## config.mk

```make
export PLATFORM = sky130hd
export DESIGN_NAME = weighted_moving_average_bank
export DESIGN_NICKNAME = d
export VERILOG_FILES = /design/src/hw/rtl/wmab_pkg.sv /design/src/hw/rtl/weighted_moving_average_bank.sv /design/src/hw/rtl/wmab_hist_mem.sv /design/src/hw/rtl/wmab_divider.sv
export SDC_FILE = /design/constraint.sdc
export NUM_CORES = 2
export LEC_CHECK = 0
export BUFFER_PORTS_ARGS = -buffer_cell sky130_fd_sc_hd__buf_2
export CORE_ASPECT_RATIO = 1.25
export CORE_MARGIN = 1.5
export CORE_UTILIZATION = 45
export CTS_CLUSTER_DIAMETER = 150
export DETAILED_ROUTE_END_ITERATION = 16
export PLACE_DENSITY = 0.65
export SLEW_MARGIN = 20
export SYNTH_ARGS = -nofsm -noshare
export SYNTH_HDL_FRONTEND = slang
export SYNTH_SLANG_ARGS = --single-unit
```

## constraint.sdc

```tcl
create_clock -name clock -period 8.14 [get_ports clock]
set_input_delay 0 -clock clock [delete_from_list [all_inputs] [get_ports clock]]
set_output_delay 0 -clock clock [all_outputs]
set_load 0.01 [all_outputs]
```

## src/hw/rtl/wmab_pkg.sv

```systemverilog
// ----------------------------------------------------------------------------
// wmab_pkg
// Shared sizes, derived widths and interface types for the weighted moving
// average bank.
// ----------------------------------------------------------------------------
package wmab_pkg;

   localparam int NUM_WINDOWS = 64;
   localparam int PRICE_BITS  = 24;

   localparam int SAMPLE_BITS = 24;
   localparam int LEN_BITS    = 7;
   localparam int AVG_BITS    = 32;
   localparam int FRAC_BITS   = 8;

   localparam int ADDR_BITS   = (NUM_WINDOWS > 1) ? $clog2(NUM_WINDOWS) : 1;
   localparam int WIN_BITS    = $clog2(NUM_WINDOWS + 1);
   localparam int DIV_BITS    = $clog2(NUM_WINDOWS * (NUM_WINDOWS + 1) / 2 + 1);
   localparam int PSUM_BITS   = PRICE_BITS + WIN_BITS;
   localparam int WSUM_BITS   = PRICE_BITS + DIV_BITS;
   localparam int QUOT_BITS   = PRICE_BITS + FRAC_BITS;
   localparam int STEP_BITS   = $clog2(QUOT_BITS);

   typedef struct packed {
      logic                  en;
      logic [ADDR_BITS-1:0]  addr;
      logic [PRICE_BITS-1:0] data;
   } hist_wr_type;

   typedef struct packed {
      logic                 start;
      logic [WSUM_BITS-1:0] wsum;
      logic [DIV_BITS-1:0]  divisor;
   } div_req_type;

   typedef struct packed {
      logic                 done;
      logic [QUOT_BITS-1:0] quotient;
   } div_rsp_type;

endpackage

```

## src/hw/rtl/weighted_moving_average_bank.sv

```systemverilog
// ----------------------------------------------------------------------------
// weighted_moving_average_bank
// Keeps the newest NUM_WINDOWS price samples and, per sample, walks every
// window length emitting its linearly weighted moving average.
// Each window goes through the bit-serial divider, and a result stall holds
// the walk; req_stall is high whenever the bank is not idle, so a new sample
// is taken only after the last window result of the previous one is accepted.
// Reset: synchronous; history reads as zero at once through cleared valid bits.
// ----------------------------------------------------------------------------
module weighted_moving_average_bank (
   input  logic                              clock,
   input  logic                              reset,
   input  logic                              req_valid,
   output logic                              req_stall,
   input  logic [wmab_pkg::SAMPLE_BITS-1:0]  req_price_sample,
   output logic                              rsp_valid,
   input  logic                              rsp_stall,
   output logic [wmab_pkg::LEN_BITS-1:0]     rsp_window_length,
   output logic [wmab_pkg::AVG_BITS-1:0]     rsp_weighted_average,
   output logic                              rsp_last_window
);
   import wmab_pkg::*;

   typedef enum logic [2:0] {
      ST_IDLE,
      ST_READ,
      ST_ACC,
      ST_SUM,
      ST_DIV,
      ST_OUT
   } state_type;

   state_type             state_ff, state_in;
   logic [ADDR_BITS-1:0]  wptr_ff, wptr_in;
   logic [ADDR_BITS-1:0]  rptr_ff, rptr_in;
   logic [WIN_BITS-1:0]   win_ff, win_in;
   logic [PSUM_BITS-1:0]  psum_ff, psum_in;
   logic [WSUM_BITS-1:0]  wsum_ff, wsum_in;
   logic [DIV_BITS-1:0]   tri_ff, tri_in;
   logic                  rsp_valid_ff, rsp_valid_in;
   logic [LEN_BITS-1:0]   rsp_len_ff, rsp_len_in;
   logic [AVG_BITS-1:0]   rsp_avg_ff, rsp_avg_in;
   logic                  rsp_last_ff, rsp_last_in;

   hist_wr_type           hist_wr;
   div_req_type           div_req;
   div_rsp_type           div_rsp;
   logic [PRICE_BITS-1:0] rd_price;

   logic [PRICE_BITS+SAMPLE_BITS-1:0] sample_ext;
   logic [QUOT_BITS+AVG_BITS-1:0]     quot_ext;
   logic [WIN_BITS+LEN_BITS-1:0]      win_ext;
   logic [AVG_BITS-1:0]               avg_sat;

   wmab_hist_mem u_hist (
      .clock    (clock),
      .reset    (reset),
      .hist_wr  (hist_wr),
      .rd_addr  (rptr_ff),
      .rd_price (rd_price)
   );

   wmab_divider u_div (
      .clock   (clock),
      .reset   (reset),
      .div_req (div_req),
      .div_rsp (div_rsp)
   );

   // mask the sample to the stored price width
   assign sample_ext = {PRICE_BITS'(0), req_price_sample};

   always_comb begin
      hist_wr.en   = (state_ff == ST_IDLE) && req_valid;
      hist_wr.addr = wptr_ff;
      hist_wr.data = sample_ext[PRICE_BITS-1:0];
   end

   always_comb begin
      div_req.start   = (state_ff == ST_SUM);
      div_req.wsum    = wsum_ff + WSUM_BITS'(psum_ff);
      div_req.divisor = tri_ff;
   end

   // saturate the quotient to the result width
   always_comb begin
      quot_ext = {AVG_BITS'(0), div_rsp.quotient};
      if (|quot_ext[QUOT_BITS+AVG_BITS-1:AVG_BITS]) begin
         avg_sat = '1;
      end else begin
         avg_sat = quot_ext[AVG_BITS-1:0];
      end
      win_ext = {LEN_BITS'(0), win_ff};
   end

   always_comb begin
      state_in     = state_ff;
      wptr_in      = wptr_ff;
      rptr_in      = rptr_ff;
      win_in       = win_ff;
      psum_in      = psum_ff;
      wsum_in      = wsum_ff;
      tri_in       = tri_ff;
      rsp_valid_in = rsp_valid_ff;
      rsp_len_in   = rsp_len_ff;
      rsp_avg_in   = rsp_avg_ff;
      rsp_last_in  = rsp_last_ff;
      case (state_ff)
         ST_IDLE: begin
            if (req_valid) begin
               rptr_in = wptr_ff;
               if (wptr_ff == ADDR_BITS'(NUM_WINDOWS - 1)) begin
                  wptr_in = '0;
               end else begin
                  wptr_in = wptr_ff + 1'b1;
               end
               win_in   = WIN_BITS'(1);
               psum_in  = '0;
               wsum_in  = '0;
               tri_in   = '0;
               state_in = ST_READ;
            end
         end
         ST_READ: begin
            state_in = ST_ACC;
         end
         ST_ACC: begin
            psum_in  = psum_ff + PSUM_BITS'(rd_price);
            tri_in   = tri_ff + DIV_BITS'(win_ff);
            state_in = ST_SUM;
         end
         ST_SUM: begin
            wsum_in  = div_req.wsum;
            state_in = ST_DIV;
         end
         ST_DIV: begin
            if (div_rsp.done) begin
               rsp_valid_in = 1'b1;
               rsp_len_in   = win_ext[LEN_BITS-1:0];
               rsp_avg_in   = avg_sat;
               rsp_last_in  = (win_ff == WIN_BITS'(NUM_WINDOWS));
               state_in     = ST_OUT;
            end
         end
         ST_OUT: begin
            if (!rsp_stall) begin
               rsp_valid_in = 1'b0;
               if (rsp_last_ff) begin
                  state_in = ST_IDLE;
               end else begin
                  win_in = win_ff + 1'b1;
                  if (rptr_ff == '0) begin
                     rptr_in = ADDR_BITS'(NUM_WINDOWS - 1);
                  end else begin
                     rptr_in = rptr_ff - 1'b1;
                  end
                  state_in = ST_READ;
               end
            end
         end
         default: begin
            state_in = ST_IDLE;
         end
      endcase
   end

   always_ff @(posedge clock) begin
      if (reset) begin
         state_ff     <= ST_IDLE;
         wptr_ff      <= '0;
         rsp_valid_ff <= 1'b0;
      end else begin
         state_ff     <= state_in;
         wptr_ff      <= wptr_in;
         rsp_valid_ff <= rsp_valid_in;
      end
      rptr_ff     <= rptr_in;
      win_ff      <= win_in;
      psum_ff     <= psum_in;
      wsum_ff     <= wsum_in;
      tri_ff      <= tri_in;
      rsp_len_ff  <= rsp_len_in;
      rsp_avg_ff  <= rsp_avg_in;
      rsp_last_ff <= rsp_last_in;
   end

   assign req_stall            = (state_ff != ST_IDLE);
   assign rsp_valid            = rsp_valid_ff;
   assign rsp_window_length    = rsp_len_ff;
   assign rsp_weighted_average = rsp_avg_ff;
   assign rsp_last_window      = rsp_last_ff;

endmodule

```

## src/hw/rtl/wmab_hist_mem.sv

```systemverilog
// ----------------------------------------------------------------------------
// wmab_hist_mem
// Circular price history with one write port, one registered read port and
// per-entry valid bits so that unwritten entries read as zero after reset.
// ----------------------------------------------------------------------------
module wmab_hist_mem (
   input  logic                             clock,
   input  logic                             reset,
   input  wmab_pkg::hist_wr_type            hist_wr,
   input  logic [wmab_pkg::ADDR_BITS-1:0]   rd_addr,
   output logic [wmab_pkg::PRICE_BITS-1:0]  rd_price
);
   import wmab_pkg::*;

   logic [PRICE_BITS-1:0]  hist_ff [NUM_WINDOWS];
   logic [NUM_WINDOWS-1:0] valid_ff;
   logic [PRICE_BITS-1:0]  rd_data_ff;
   logic                   rd_valid_ff;

   always_ff @(posedge clock) begin
      if (hist_wr.en) begin
         hist_ff[hist_wr.addr] <= hist_wr.data;
      end
      rd_data_ff <= hist_ff[rd_addr];
   end

   always_ff @(posedge clock) begin
      if (reset) begin
         valid_ff    <= '0;
         rd_valid_ff <= 1'b0;
      end else begin
         if (hist_wr.en) begin
            valid_ff[hist_wr.addr] <= 1'b1;
         end
         rd_valid_ff <= valid_ff[rd_addr];
      end
   end

   assign rd_price = rd_valid_ff ? rd_data_ff : '0;

endmodule

```

## src/hw/rtl/wmab_divider.sv

```systemverilog
// ----------------------------------------------------------------------------
// wmab_divider
// Restoring divider, one quotient bit per cycle. Divides the weighted sum
// scaled by the fraction bits by the window's weight total.
// ----------------------------------------------------------------------------
module wmab_divider (
   input  logic                  clock,
   input  logic                  reset,
   input  wmab_pkg::div_req_type div_req,
   output wmab_pkg::div_rsp_type div_rsp
);
   import wmab_pkg::*;

   logic                 busy_ff, busy_in;
   logic                 done_ff, done_in;
   logic [STEP_BITS-1:0] step_ff, step_in;
   logic [DIV_BITS-1:0]  rem_ff, rem_in;
   logic [QUOT_BITS-1:0] dq_ff, dq_in;
   logic [DIV_BITS-1:0]  dvs_ff, dvs_in;
   logic [DIV_BITS:0]    trial;
   logic [DIV_BITS:0]    diff;
   logic                 fits;

   always_comb begin
      trial   = {rem_ff, dq_ff[QUOT_BITS-1]};
      diff    = trial - {1'b0, dvs_ff};
      fits    = (trial >= {1'b0, dvs_ff});
      busy_in = busy_ff;
      done_in = 1'b0;
      step_in = step_ff;
      rem_in  = rem_ff;
      dq_in   = dq_ff;
      dvs_in  = dvs_ff;
      if (div_req.start) begin
         busy_in = 1'b1;
         step_in = '0;
         rem_in  = div_req.wsum[WSUM_BITS-1:PRICE_BITS];
         dq_in   = {div_req.wsum[PRICE_BITS-1:0], FRAC_BITS'(0)};
         dvs_in  = div_req.divisor;
      end else if (busy_ff) begin
         rem_in  = fits ? diff[DIV_BITS-1:0] : trial[DIV_BITS-1:0];
         dq_in   = {dq_ff[QUOT_BITS-2:0], fits};
         step_in = step_ff + 1'b1;
         if (step_ff == STEP_BITS'(QUOT_BITS - 1)) begin
            busy_in = 1'b0;
            done_in = 1'b1;
         end
      end
   end

   always_ff @(posedge clock) begin
      if (reset) begin
         busy_ff <= 1'b0;
         done_ff <= 1'b0;
      end else begin
         busy_ff <= busy_in;
         done_ff <= done_in;
      end
   end

   always_ff @(posedge clock) begin
      step_ff <= step_in;
      rem_ff  <= rem_in;
      dq_ff   <= dq_in;
      dvs_ff  <= dvs_in;
   end

   assign div_rsp.done     = done_ff;
   assign div_rsp.quotient = dq_ff;

endmodule

```

==> results.cfg <==
[die]
initial_core_util = 0.455
io_pins = 70
die-area_um2 = 164000
num_rows = 164
dieHeight_um = 453
core_um2 = 160000
die_w_um = 363

[clocking]
cts_setup_buffers = 0
clk_root_buffer_cell = clkbuf_16
cts_tree = done
cts_resized = 0
clock_latency_ns = 0.82
htree_num_levels = 4
cts_buffer_depth = 3
clock_sinks = 1830
clk_pin_slew_ns = 0.07
cts_buffers = 168

[worst_setup_path]
path_class = flop to flop
end_kind = flop
cp.arrival_ns = 4.41
crit_fanout = 103
crit_cells = 5
r2r_cells = 5
slowest_delay_ns = 0.98
cp_top_family = multiplexers
crit_top_cell = mux4_2
crit_path_cell_trace = buf_12 > buf_12 > mux4_2 > mux4_2 > mux4_2
required_ns = 8.82
slowest_stage = edfxtp_1
crit_buf_inv = 2
crit_path_start_kind = flop

[pwr]
netSwitchingPower_uw = 5460
power_leakage_uw = 0.0265
peakVddDrop_uv = 226
p_int_uw = 16600
combPwrFrac = 0.141
p_sw_frac = 0.248
p_per_area_nw_per_um2 = 266
power_frac_seq = 0.493
clock_power_share = 0.367

[synthesis]
avgSynthCellArea_um2 = 20.4
synth_seq_cells = 1830
ys_types = 76
synthTopCellsByCount = edfxtp_1 (1716), mux4_2 (525), nor2_1 (299)
syn-cell-area_um2 = 72800
yosysWarnings = 0
synth_enable_flop_cells = 1716
syn-instance-count = 3567
yosysMostFrequentCell = edfxtp_1
async_flop_share = 0
ys.flop_type = edfxtp_1
yosysSeqAreaShare = 0.739
synth_fp_nets = 3680
yosysTopAreaCell = edfxtp_1
yosysTopAreaCellShare = 0.707
synth_area_leaders = edfxtp_1 (71%), mux4_2 (16%), dfxtp_1 (3.1%)

[sta]
fin_tns_setup_ns = 0
fin_ws_ns = 4.41
worstMarginPinSlew_ns = 1.16
fin_crit_ns = 3.73
hold_viol_final = 0
skew_ns = 0.0262
max-slew-margin-rel = 0.227
setup_viol = 0
fmax_mhz = 268
rsz0062_at_grt = no
finalCritPeriodShare = 0.458
finalMaxSlewViolations = 0

[final_layout]
syn2layout_area_growth_pct = 13.5
fin_nets = 3864
fin_util = 0.516
fillers = 12400
drive_gt1_frac = 0.268

[route]
drc = 0
via_count = 35600
initialDrtViolationCount = 3746
wl_um = 172000
postRouteAntennaNets = 0
vias_per_cell = 5.89
post_drt_wl_per_cell_um = 28.4
drt_pass1_iterations = 5

[placement]
gp_congestion = 0.857
post-dp-hpwl_um = 100000
portBuffers = 69
place_ws_ns = 4.20

[global_route]
grt_overflow_total = 0
grt_pass1_wl_um = 250000
track_usage = 0.211
antenna_found_initial = 11
grt_pass1_vias = 36100
grt_max_degree = 134

[worst_hold_path]
hold_depth = 5
min_path_type = primary input to flop

[run]
maxCapViolations = 0

[status]
status = finished clean
==> cell families after synthesis <==
group                      synth area share
xor gates and xnor gates            0.00818
DFF                                   0.739
adders and majority gates            0.0150
buffers and inverters                0.0122
AOI/OAI and AO/OA                    0.0271
muxes                                 0.164
and+or+nand+nor                      0.0349
==> worst paths after layout <==
path	startpoint	end	slack (ns)
worst min register to register	u_div.dq_ff[26]$_DFFE_PP_	rsp_weighted_average[26]$_DFFE_PP_	0.45
worst max register to register	rptr_ff[1]$_DFFE_PP_	u_hist.rd_data_ff[10]$_DFF_P_	4.41
worst max-delay path	rptr_ff[1]$_DFFE_PP_	u_hist.rd_data_ff[10]$_DFF_P_	4.41
worst min-delay path	rsp_stall	rsp_valid$_SDFFE_PP0P_	0.22
==> stage by stage <==
step | power (µW) | hold slack, ns | std cells | area [µm²]
after floorplan | 13100 | 0.0989 | 3567 | 72800
after global placement | 14100 | 0.355 | 5693 | 76300
after detailed placement | 14200 | 0.372 | 5712 | 76700
after CTS | 22200 | 0.00216 | 6047 | 82600
after global routing | 22700 | 0.223 | 6051 | 82700
final | 22000 | 0.215 | 6053 | 82700
==> cell type report <==
class,instances,area [µm²],share of cell area
timing repair buffer,184,1740,0.0211
multi-input combinational,1528,18600,0.225
inverter,39,146,0.00177
clock buffer,211,4490,0.0543
sequential,1830,53800,0.651
clock inverter,100,1150,0.0139
tap,2158,2700,0.0326
antenna,3,7.51,0.0000908
==> flip-flops by register name, indices dropped and copies added, names as in the netlist, 3 cells and up <==
name	cells
rsp_window_length	7
u_div.rem_ff	12
u_hist.valid_ff	64
wptr_ff	6
psum_ff	31
u_div.step_ff	5
u_hist.rd_data_ff	24
tri_ff	12
wsum_ff	36
state_ff	3
u_div.dvs_ff	12
rptr_ff	6
u_hist.hist_ff	1536
u_div.dq_ff	32
win_ff	7
rsp_weighted_average	32
==> layer usage <==
metal	wire length, µm	part of all wire	global-route usage	vias up
met4	5330	0.031	0.0725	4
met1	68000	0.40	0.277	19000
met5	59	0.00034	0	-
li1	-	-	-	15100
met3	10700	0.062	0.0325	250
met2	87700	0.51	0.359	1240
==> cells in the final DEF, fill, tap and decap left out, drive strengths merged, types with 13 or more instances in the layout <==
master,n
edfxtp,1716
mux4,525
nor2,299
clkbuf,211
buf,157
dfxtp,114
ha,81
a21oi,76
clkinv,63
nand2,61
a21o,54
inv,50
o21ai,44
and2,40
xnor2,36
xor2,32
dlygate4sd3,27
nor3,26
and3,20
nand3,20
bufinv,19
nand4,18
a211oi,18
nand2b,15
or3,14
a31oi,13
==> power groups by stage <==
stage	logic (µW)	clock network [µW]	registers, µW
floorplan	2250	0	10900
global placement	3080	0	11000
detailed placement	3110	0	11000
CTS	3130	8190	10800
global route	3340	8520	10900
finish	3100	8070	10800
==> worst reg2reg max path: stages, from the launching register on <==
cell and delay [ns]:
edfxtp_1 0.98, buf_12 0.41, buf_12 0.59, mux4_2 0.60, mux4_2 0.53, mux4_2 0.48
==> what timing repair did <==
action / CTS / global route
hold endpoints to repair: 1167 / 192
endpoints found under the setup margin: 0 / 0
hold buffers: 24 / 3
(Power assumes the default switching activity.)
